File: config.mk
export PLATFORM = sky130hd
export DESIGN_NAME = rgb565_hsl_color_window_match_top
export DESIGN_NICKNAME = d
export VERILOG_FILES = /design/src/rtl/rhsl_pkg.sv /design/src/rtl/rhsl_cell.sv /design/src/rtl/rgb565_hsl_color_window_match_top.sv
export SDC_FILE = /design/constraint.sdc
export NUM_CORES = 1
export LEC_CHECK = 0
export ABC_AREA = 1
export BUFFER_PORTS_ARGS = -buffer_cell sky130_fd_sc_hd__buf_2
export CAP_MARGIN = 5
export CORE_MARGIN = 5
export CORE_UTILIZATION = 25
export CTS_CLUSTER_SIZE = 10
export DETAILED_ROUTE_END_ITERATION = 10
export MAX_ROUTING_LAYER = met4
export SKIP_LAST_GASP = 1
export SLEW_MARGIN = 15
export SYNTH_ARGS = -nofsm -noshare
export SYNTH_HDL_FRONTEND = slang
export SYNTH_HIERARCHICAL = 1
export SYNTH_SLANG_ARGS = --single-unit
File: constraint.sdc
create_clock -name clk_i -period 3.4 [get_ports clk_i]
set_input_delay 0.68 -clock clk_i [delete_from_list [all_inputs] [get_ports clk_i]]
set_output_delay 0.68 -clock clk_i [all_outputs]
set_load 0.1 [all_outputs]
File: src/rtl/rhsl_pkg.sv
// ----------------------------------------------------------------------------
// rhsl_pkg: shared types and constants for the RGB565 HSL window matcher
// Register indexes, widths and the record passed between divider cells.
// ----------------------------------------------------------------------------
package rhsl_pkg;

  localparam int unsigned QW = 8;   // quotient bits (quotients stay below 256)
  localparam int unsigned NW = 17;  // numerator bits (dif*240 < 2^16)
  localparam int unsigned DW = 9;   // divisor bits (up to 511)

  typedef enum logic [2:0] {
    REG_HUE_LOW  = 3'd0,
    REG_HUE_HIGH = 3'd1,
    REG_SAT_LOW  = 3'd2,
    REG_SAT_HIGH = 3'd3,
    REG_LUM_LOW  = 3'd4,
    REG_LUM_HIGH = 3'd5
  } reg_idx_e;

  // One divider lane: restoring division, one quotient bit per cell
  typedef struct packed {
    logic [NW-1:0] rem;   // partial remainder / numerator
    logic [DW-1:0] den;
    logic [QW-1:0] quo;
  } div_lane_t;

  // Payload that travels alongside the divisions
  typedef struct packed {
    logic          vld;
    logic          grey;
    logic          hneg;    // hue quotient is negated
    logic [8:0]    hoff;    // hue offset 0/80/160/240
    logic [7:0]    lum;
    div_lane_t     hdiv;
    div_lane_t     sdiv;
  } cell_t;

endpackage

File: src/rtl/rhsl_cell.sv
// ----------------------------------------------------------------------------
// rhsl_cell: one restoring division step for both lanes
// Produces one quotient bit per lane and registers the record for the next cell.
// ----------------------------------------------------------------------------
module rhsl_cell import rhsl_pkg::*; (
  input  logic  clk_i,
  input  logic  rst_ni,
  input  logic [2:0] bit_i,
  input  cell_t in_i,
  output cell_t out_o
);

  cell_t c_d, c_q;

  function automatic div_lane_t step(div_lane_t l, logic [2:0] k);
    logic [NW+QW-1:0] sh;
    div_lane_t        o;
    sh = {{QW{1'b0}}, l.den} << k;
    o = l;
    if ({{QW{1'b0}}, l.rem} >= sh) begin
      o.rem    = l.rem - sh[NW-1:0];
      o.quo[k] = 1'b1;
    end
    return o;
  endfunction

  // one quotient bit per lane
  always_comb begin
    c_d      = in_i;
    c_d.hdiv = step(in_i.hdiv, bit_i);
    c_d.sdiv = step(in_i.sdiv, bit_i);
  end

  always_ff @(posedge clk_i or negedge rst_ni) begin
    if (!rst_ni) begin
      c_q <= '0;
    end else begin
      c_q <= c_d;
    end
  end

  assign out_o = c_q;

endmodule

File: src/rtl/rgb565_hsl_color_window_match_top.sv
// ----------------------------------------------------------------------------
// rgb565_hsl_color_window_match_top: RGB565 to HSL with window match
// Front stage, a chain of eight divider cells, then clamp and compare.
// ----------------------------------------------------------------------------
// Channel  Direction  Signals
// pixel    in         start_i, busy_o, pixel_i
// result   out        done_o, hue_o, saturation_o, luminance_o, matched_o
// config   in         cfg_we_i, cfg_idx_i, cfg_data_i
//
// One pixel per clock; busy_o is always low. The path is one front stage,
// eight divider cells (one quotient bit each) and one output register.
// Reset clears the valid chain and loads the window bounds to 0..240.
// The receiver cannot stall; done_o marks each result for one cycle.
module rgb565_hsl_color_window_match_top import rhsl_pkg::*; (
  input  logic        clk_i,
  input  logic        rst_ni,
  input  logic        start_i,
  output logic        busy_o,
  input  logic [15:0] pixel_i,
  input  logic        cfg_we_i,
  input  logic [2:0]  cfg_idx_i,
  input  logic [7:0]  cfg_data_i,
  output logic        done_o,
  output logic [7:0]  hue_o,
  output logic [7:0]  saturation_o,
  output logic [7:0]  luminance_o,
  output logic        matched_o
);

  logic [7:0] hue_low_q, hue_high_q, sat_low_q, sat_high_q, lum_low_q, lum_high_q;

  // configuration registers
  always_ff @(posedge clk_i or negedge rst_ni) begin
    if (!rst_ni) begin
      hue_low_q <= 8'd0; hue_high_q <= 8'd240;
      sat_low_q <= 8'd0; sat_high_q <= 8'd240;
      lum_low_q <= 8'd0; lum_high_q <= 8'd240;
    end else if (cfg_we_i) begin
      case (reg_idx_e'(cfg_idx_i))
        REG_HUE_LOW:  hue_low_q  <= cfg_data_i;
        REG_HUE_HIGH: hue_high_q <= cfg_data_i;
        REG_SAT_LOW:  sat_low_q  <= cfg_data_i;
        REG_SAT_HIGH: sat_high_q <= cfg_data_i;
        REG_LUM_LOW:  lum_low_q  <= cfg_data_i;
        REG_LUM_HIGH: lum_high_q <= cfg_data_i;
        default: ;
      endcase
    end
  end

  assign busy_o = 1'b0;

  // front stage: channels, extremes, luminance, numerators and divisors
  logic [7:0]  r, g, b, mx, mn, dif;
  logic [8:0]  sum;
  logic [24:0] lmul;
  logic [7:0]  lum;
  logic signed [9:0] hnum;
  logic [9:0]  hmag;
  cell_t front_d, front_q;

  always_comb begin
    r  = {pixel_i[15:11], 3'b000};
    g  = {pixel_i[10:5], 2'b00};
    b  = {pixel_i[4:0], 3'b000};
    mx = r; if (g > mx) mx = g; if (b > mx) mx = b;
    mn = r; if (g < mn) mn = g; if (b < mn) mn = b;
    dif  = mx - mn;
    sum  = {1'b0, mx} + {1'b0, mn};
    // sum*240/510 = sum*8/17, reciprocal multiply exact for sum <= 510
    lmul = {16'b0, sum} * 25'd61688;
    lum  = lmul[24:17];
    front_d = '0;
    front_d.vld  = start_i;
    front_d.grey = (dif == 8'd0);
    front_d.lum  = lum;
    if (mx == r) begin
      hnum = $signed({2'b0, g}) - $signed({2'b0, b});
      front_d.hoff = (g < b) ? 9'd240 : 9'd0;
    end else if (mx == g) begin
      hnum = $signed({2'b0, b}) - $signed({2'b0, r});
      front_d.hoff = 9'd80;
    end else begin
      hnum = $signed({2'b0, r}) - $signed({2'b0, g});
      front_d.hoff = 9'd160;
    end
    hmag = hnum[9] ? 10'(-hnum) : 10'(hnum);
    front_d.hneg     = hnum[9];
    front_d.hdiv.rem = {7'b0, hmag} * NW'(40);
    front_d.hdiv.den = {1'b0, dif};
    front_d.sdiv.rem = {9'b0, dif} * NW'(240);
    front_d.sdiv.den = (lum == 8'd0 || lum > 8'd120) ? (9'd511 - sum) : sum;
  end

  always_ff @(posedge clk_i or negedge rst_ni) begin
    if (!rst_ni) front_q <= '0;
    else         front_q <= front_d;
  end

  // divider chain, MSB quotient bit first
  cell_t chain [QW+1];
  assign chain[0] = front_q;
  for (genvar i = 0; i < QW; i++) begin : g_cell
    rhsl_cell u_cell (
      .clk_i  (clk_i),
      .rst_ni (rst_ni),
      .bit_i  (3'(QW - 1 - i)),
      .in_i   (chain[i]),
      .out_o  (chain[i+1])
    );
  end

  // finish: sign, offset, clamp, compare
  cell_t fin;
  logic signed [10:0] h;
  logic [7:0] hu, sa;
  logic       match_d;
  assign fin = chain[QW];
  always_comb begin
    h  = fin.hneg ? -$signed({3'b0, fin.hdiv.quo}) : $signed({3'b0, fin.hdiv.quo});
    h  = h + $signed({2'b0, fin.hoff});
    if (fin.grey)              hu = 8'd0;
    else if (h < 0)            hu = 8'd0;
    else if (h > 11'sd240)     hu = 8'd240;
    else                       hu = h[7:0];
    if (fin.grey)                 sa = 8'd0;
    else if (fin.sdiv.quo > 8'd240) sa = 8'd240;
    else                          sa = fin.sdiv.quo;
    match_d = hu > hue_low_q && hu < hue_high_q && sa > sat_low_q && sa < sat_high_q &&
              fin.lum > lum_low_q && fin.lum < lum_high_q;
  end

  logic done_q, matched_q;
  logic [7:0] hue_q, sat_q, lum_q;
  always_ff @(posedge clk_i or negedge rst_ni) begin
    if (!rst_ni) done_q <= 1'b0;
    else         done_q <= fin.vld;
  end
  always_ff @(posedge clk_i) begin
    hue_q     <= hu;
    sat_q     <= sa;
    lum_q     <= fin.lum;
    matched_q <= match_d;
  end

  assign done_o       = done_q;
  assign hue_o        = hue_q;
  assign saturation_o = sat_q;
  assign luminance_o  = lum_q;
  assign matched_o    = matched_q;

endmodule

==> results by group <==
Finish
  • Reg area: 19230 µm²
  • Cell area after layout: 63840 µm²
  • Share of post-route cells with drive strength above 1: 0.1384
  • Final net count: 8381
  • Combined area of the multi-input logic cells: 30330 µm²
  • Ant diodes: 0
  • Area grow syn2layout: 20.18%
  • Final Util: 0.3016
  • FILL cells: 22.66k

Clocking
  • TritonCTS buffer count: 92
  • CTS H-tree depth: 3
  • CTS tree: done
  • Clock Latency Late Sink: 680 ps
  • CTS hold repair buffers: 0
  • Root Driver: clkbuf_16
  • CTS clk-pin slew, worst paths: 60 ps
  • Clock Path Buffers: 3
  • CTS sink cnt: 773

Synth
  • Mean Syn Cell Area: 7.172 µm²
  • Mapped Area: 53120 µm²
  • Mapped Cells: 7407
  • Syn. warnings: 6

Global routing
  • GRT overflow: 0
  • Vias in the first global route: 45.82k
  • Global-route usage over all layers: 0.1380
  • Initial antenna violation count: 1
  • Largest net degree at the start of global routing: 89
  • First-pass GRT wire length: 243.4 mm

Min path
  • Type of the worst min-delay path: in -> async

STA
  • Tcrit/Tclk final: 2.141
  • Clock Skew: 29.11 ps
  • FMAX: 137.4 MHz
  • Setup TNS: -86930 ps
  • Setup violators final: 41
  • Final slew viol count: 0
  • Hold Fails Final Rpt: 0
  • Fin crit period: 7279 ps
  • Worst Max-Slew Pin Slew: 828.7 ps
  • Unrepaired setup endpoints after global routing: true
  • Final worst setup slack: -3879 ps
  • Max_slew headroom: 0.4475

Routing
  • # DRC: 0
  • Vias per Instance: 4.330
  • TritonRoute pass-1 iters: 6
  • Vias: 46.54k
  • Iteration-0 DRC Markers: 3443
  • ANT nets after route: 0
  • Routed wire length: 152.6 mm
  • DR WL/cell: 14.20 µm

Flow run
  • Max cap viols: 0

Setup path
  • CP Max Fanout: 7
  • Worst path arrival time: 7820 ps
  • Critical path type: in -> reg
  • CP Launch Point: pixel_i[10]
  • Setup crit end kind: flip-flop
  • WP data required: 3940 ps
  • Reg-to-Reg Start: g_cell[7].u_cell/out_o[34]$_DFF_PN0_
  • CP endpoint: chain[718]$_DFF_PN0_
  • Crit. path cell count: 54
  • CP top delay family: buffers and inverters
  • Worst Reg-to-Reg Cells: 26
  • CP max stage cell: ha_4
  • R2r endpoint: matched_o$_DFF_P_
  • CP startpoint kind: input pin
  • Crit-path max cell delay: 320 ps
  • Flop-to-flop setup slack: -600 ps
  • Crit path top cell by count: buf_4
  • Crit path buf inv count: 40

Outcome
  • Failing checks: negative setup slack
  • Result of the run: finished with violations

Place
  • Post-DP HPWL: 123.4 mm
  • Input/output buffers: 56
  • Area after DPL: 59220 µm²
  • Routability cong.: 0.9342

Floorplan
  • Num rows: 169
  • Die Area: 221800 µm²
  • Core area: 211700 µm²
  • # IOs: 58
  • Die X: 471.0 µm
  • Die Ht: 471.0 µm
  • Initial cell density of the core: 0.2510
## flip-flops by register name (all words and copies together) (netlist names)
register / flops
hue_low_q: 8
luminance_o: 8
sat_low_q: 8
lum_low_q: 8
matched_o: 1
saturation_o: 8
done_o: 1
hue_high_q: 8
lum_high_q: 8
chain: 47
hue_o: 8
g_cell.u_cell/out_o: 652
sat_high_q: 8
## worst register-to-register path, stage by stage (launching register included)
cell       delay (ps)
dfrtp_1           400
inv_2              90
ha_4              140
inv_2              40
nor2_4            150
nand3_2            90
nand2_2           120
xor2_4            200
ha_4              240
a21oi_4           150
o21ai_2            80
a21oi_2           110
o21ai_2            70
or2_4             220
a22oi_2           130
nand2_2           120
inv_4             100
nand2_2            60
nand2_2            90
clkinv_4           90
ha_4              250
a21oi_2           140
nor2_1             70
nor4_2            320
o2111ai_2         180
a21oi_2           180
buf_4             140
## layout by cell type, fill, tap and decap left out, drive strengths merged, types with 37 or more instances in the layout
cell / n
ha: 427
nand3: 412
conb: 100
and2: 54
o21ai: 340
inv: 1175
buf: 438
dfrtp: 736
nand4: 61
nand3b: 46
mux2i: 37
a21oi: 218
fa: 48
xor2: 120
nand2: 2895
clkbuf: 135
nor2: 450
o22ai: 51
## metal layers
metal	vias up	wire length, µm	part of all wire	GRT usage
met3	288	5122	0.034	0.01531
li1	23750	-	-	-
met2	1009	73120	0.48	0.2312
met1	21500	68500	0.45	0.1728
met5	-	0	0	-
met4	0	5839	0.038	0.04849
## what timing repair did
action | 4_1_cts | 5_1_grt
setup buffers | 54 | 34
setup endpoints to repair | 43 | 44
pin swaps | 51 | 119
resized for setup | 93 | 167
gates cloned | 1 | 0
## worst min-delay path by stage
stage,to,cells past startpoint,startpoint
after floorplan,done_o$_DFF_PN0_,0,g_cell[7].u_cell/out_o[87]$_DFF_PN0_
after global placement,g_cell[1].u_cell/out_o[79]$_DFF_PN0_,0,g_cell[0].u_cell/out_o[79]$_DFF_PN0_
after detailed placement,g_cell[2].u_cell/out_o[74]$_DFF_PN0_,0,g_cell[1].u_cell/out_o[74]$_DFF_PN0_
after CTS,g_cell[6].u_cell/out_o[23]$_DFF_PN0_,1,rst_ni
after global routing,g_cell[6].u_cell/out_o[22]$_DFF_PN0_,1,rst_ni
final,g_cell[6].u_cell/out_o[22]$_DFF_PN0_,1,rst_ni
## area by class of cell
type,count,area share
clock inverters,11,0.003273
repair buffers,438,0.05370
well taps,2821,0.05529
inverters,1179,0.07016
multi-input cells,5391,0.4751
flip-flops and latches,773,0.3013
clock buffers,135,0.04116
## through the flow
step           setup WS (ps)  instances  hold slack (ps)
2_1_floorplan          -4208       7505            331.2
3_3_place_gp           -4614      10520            331.8
3_5_place_dp           -4627      10520            334.7
4_1_cts                -3678      10720            11.30
5_1_grt                -4060      10750            35.23
6_report               -3879      10750            21.04
Power is left out: the tool's default activity adds up to more than one toggle a clock period on the data nets, which glitch-free logic cannot reach.
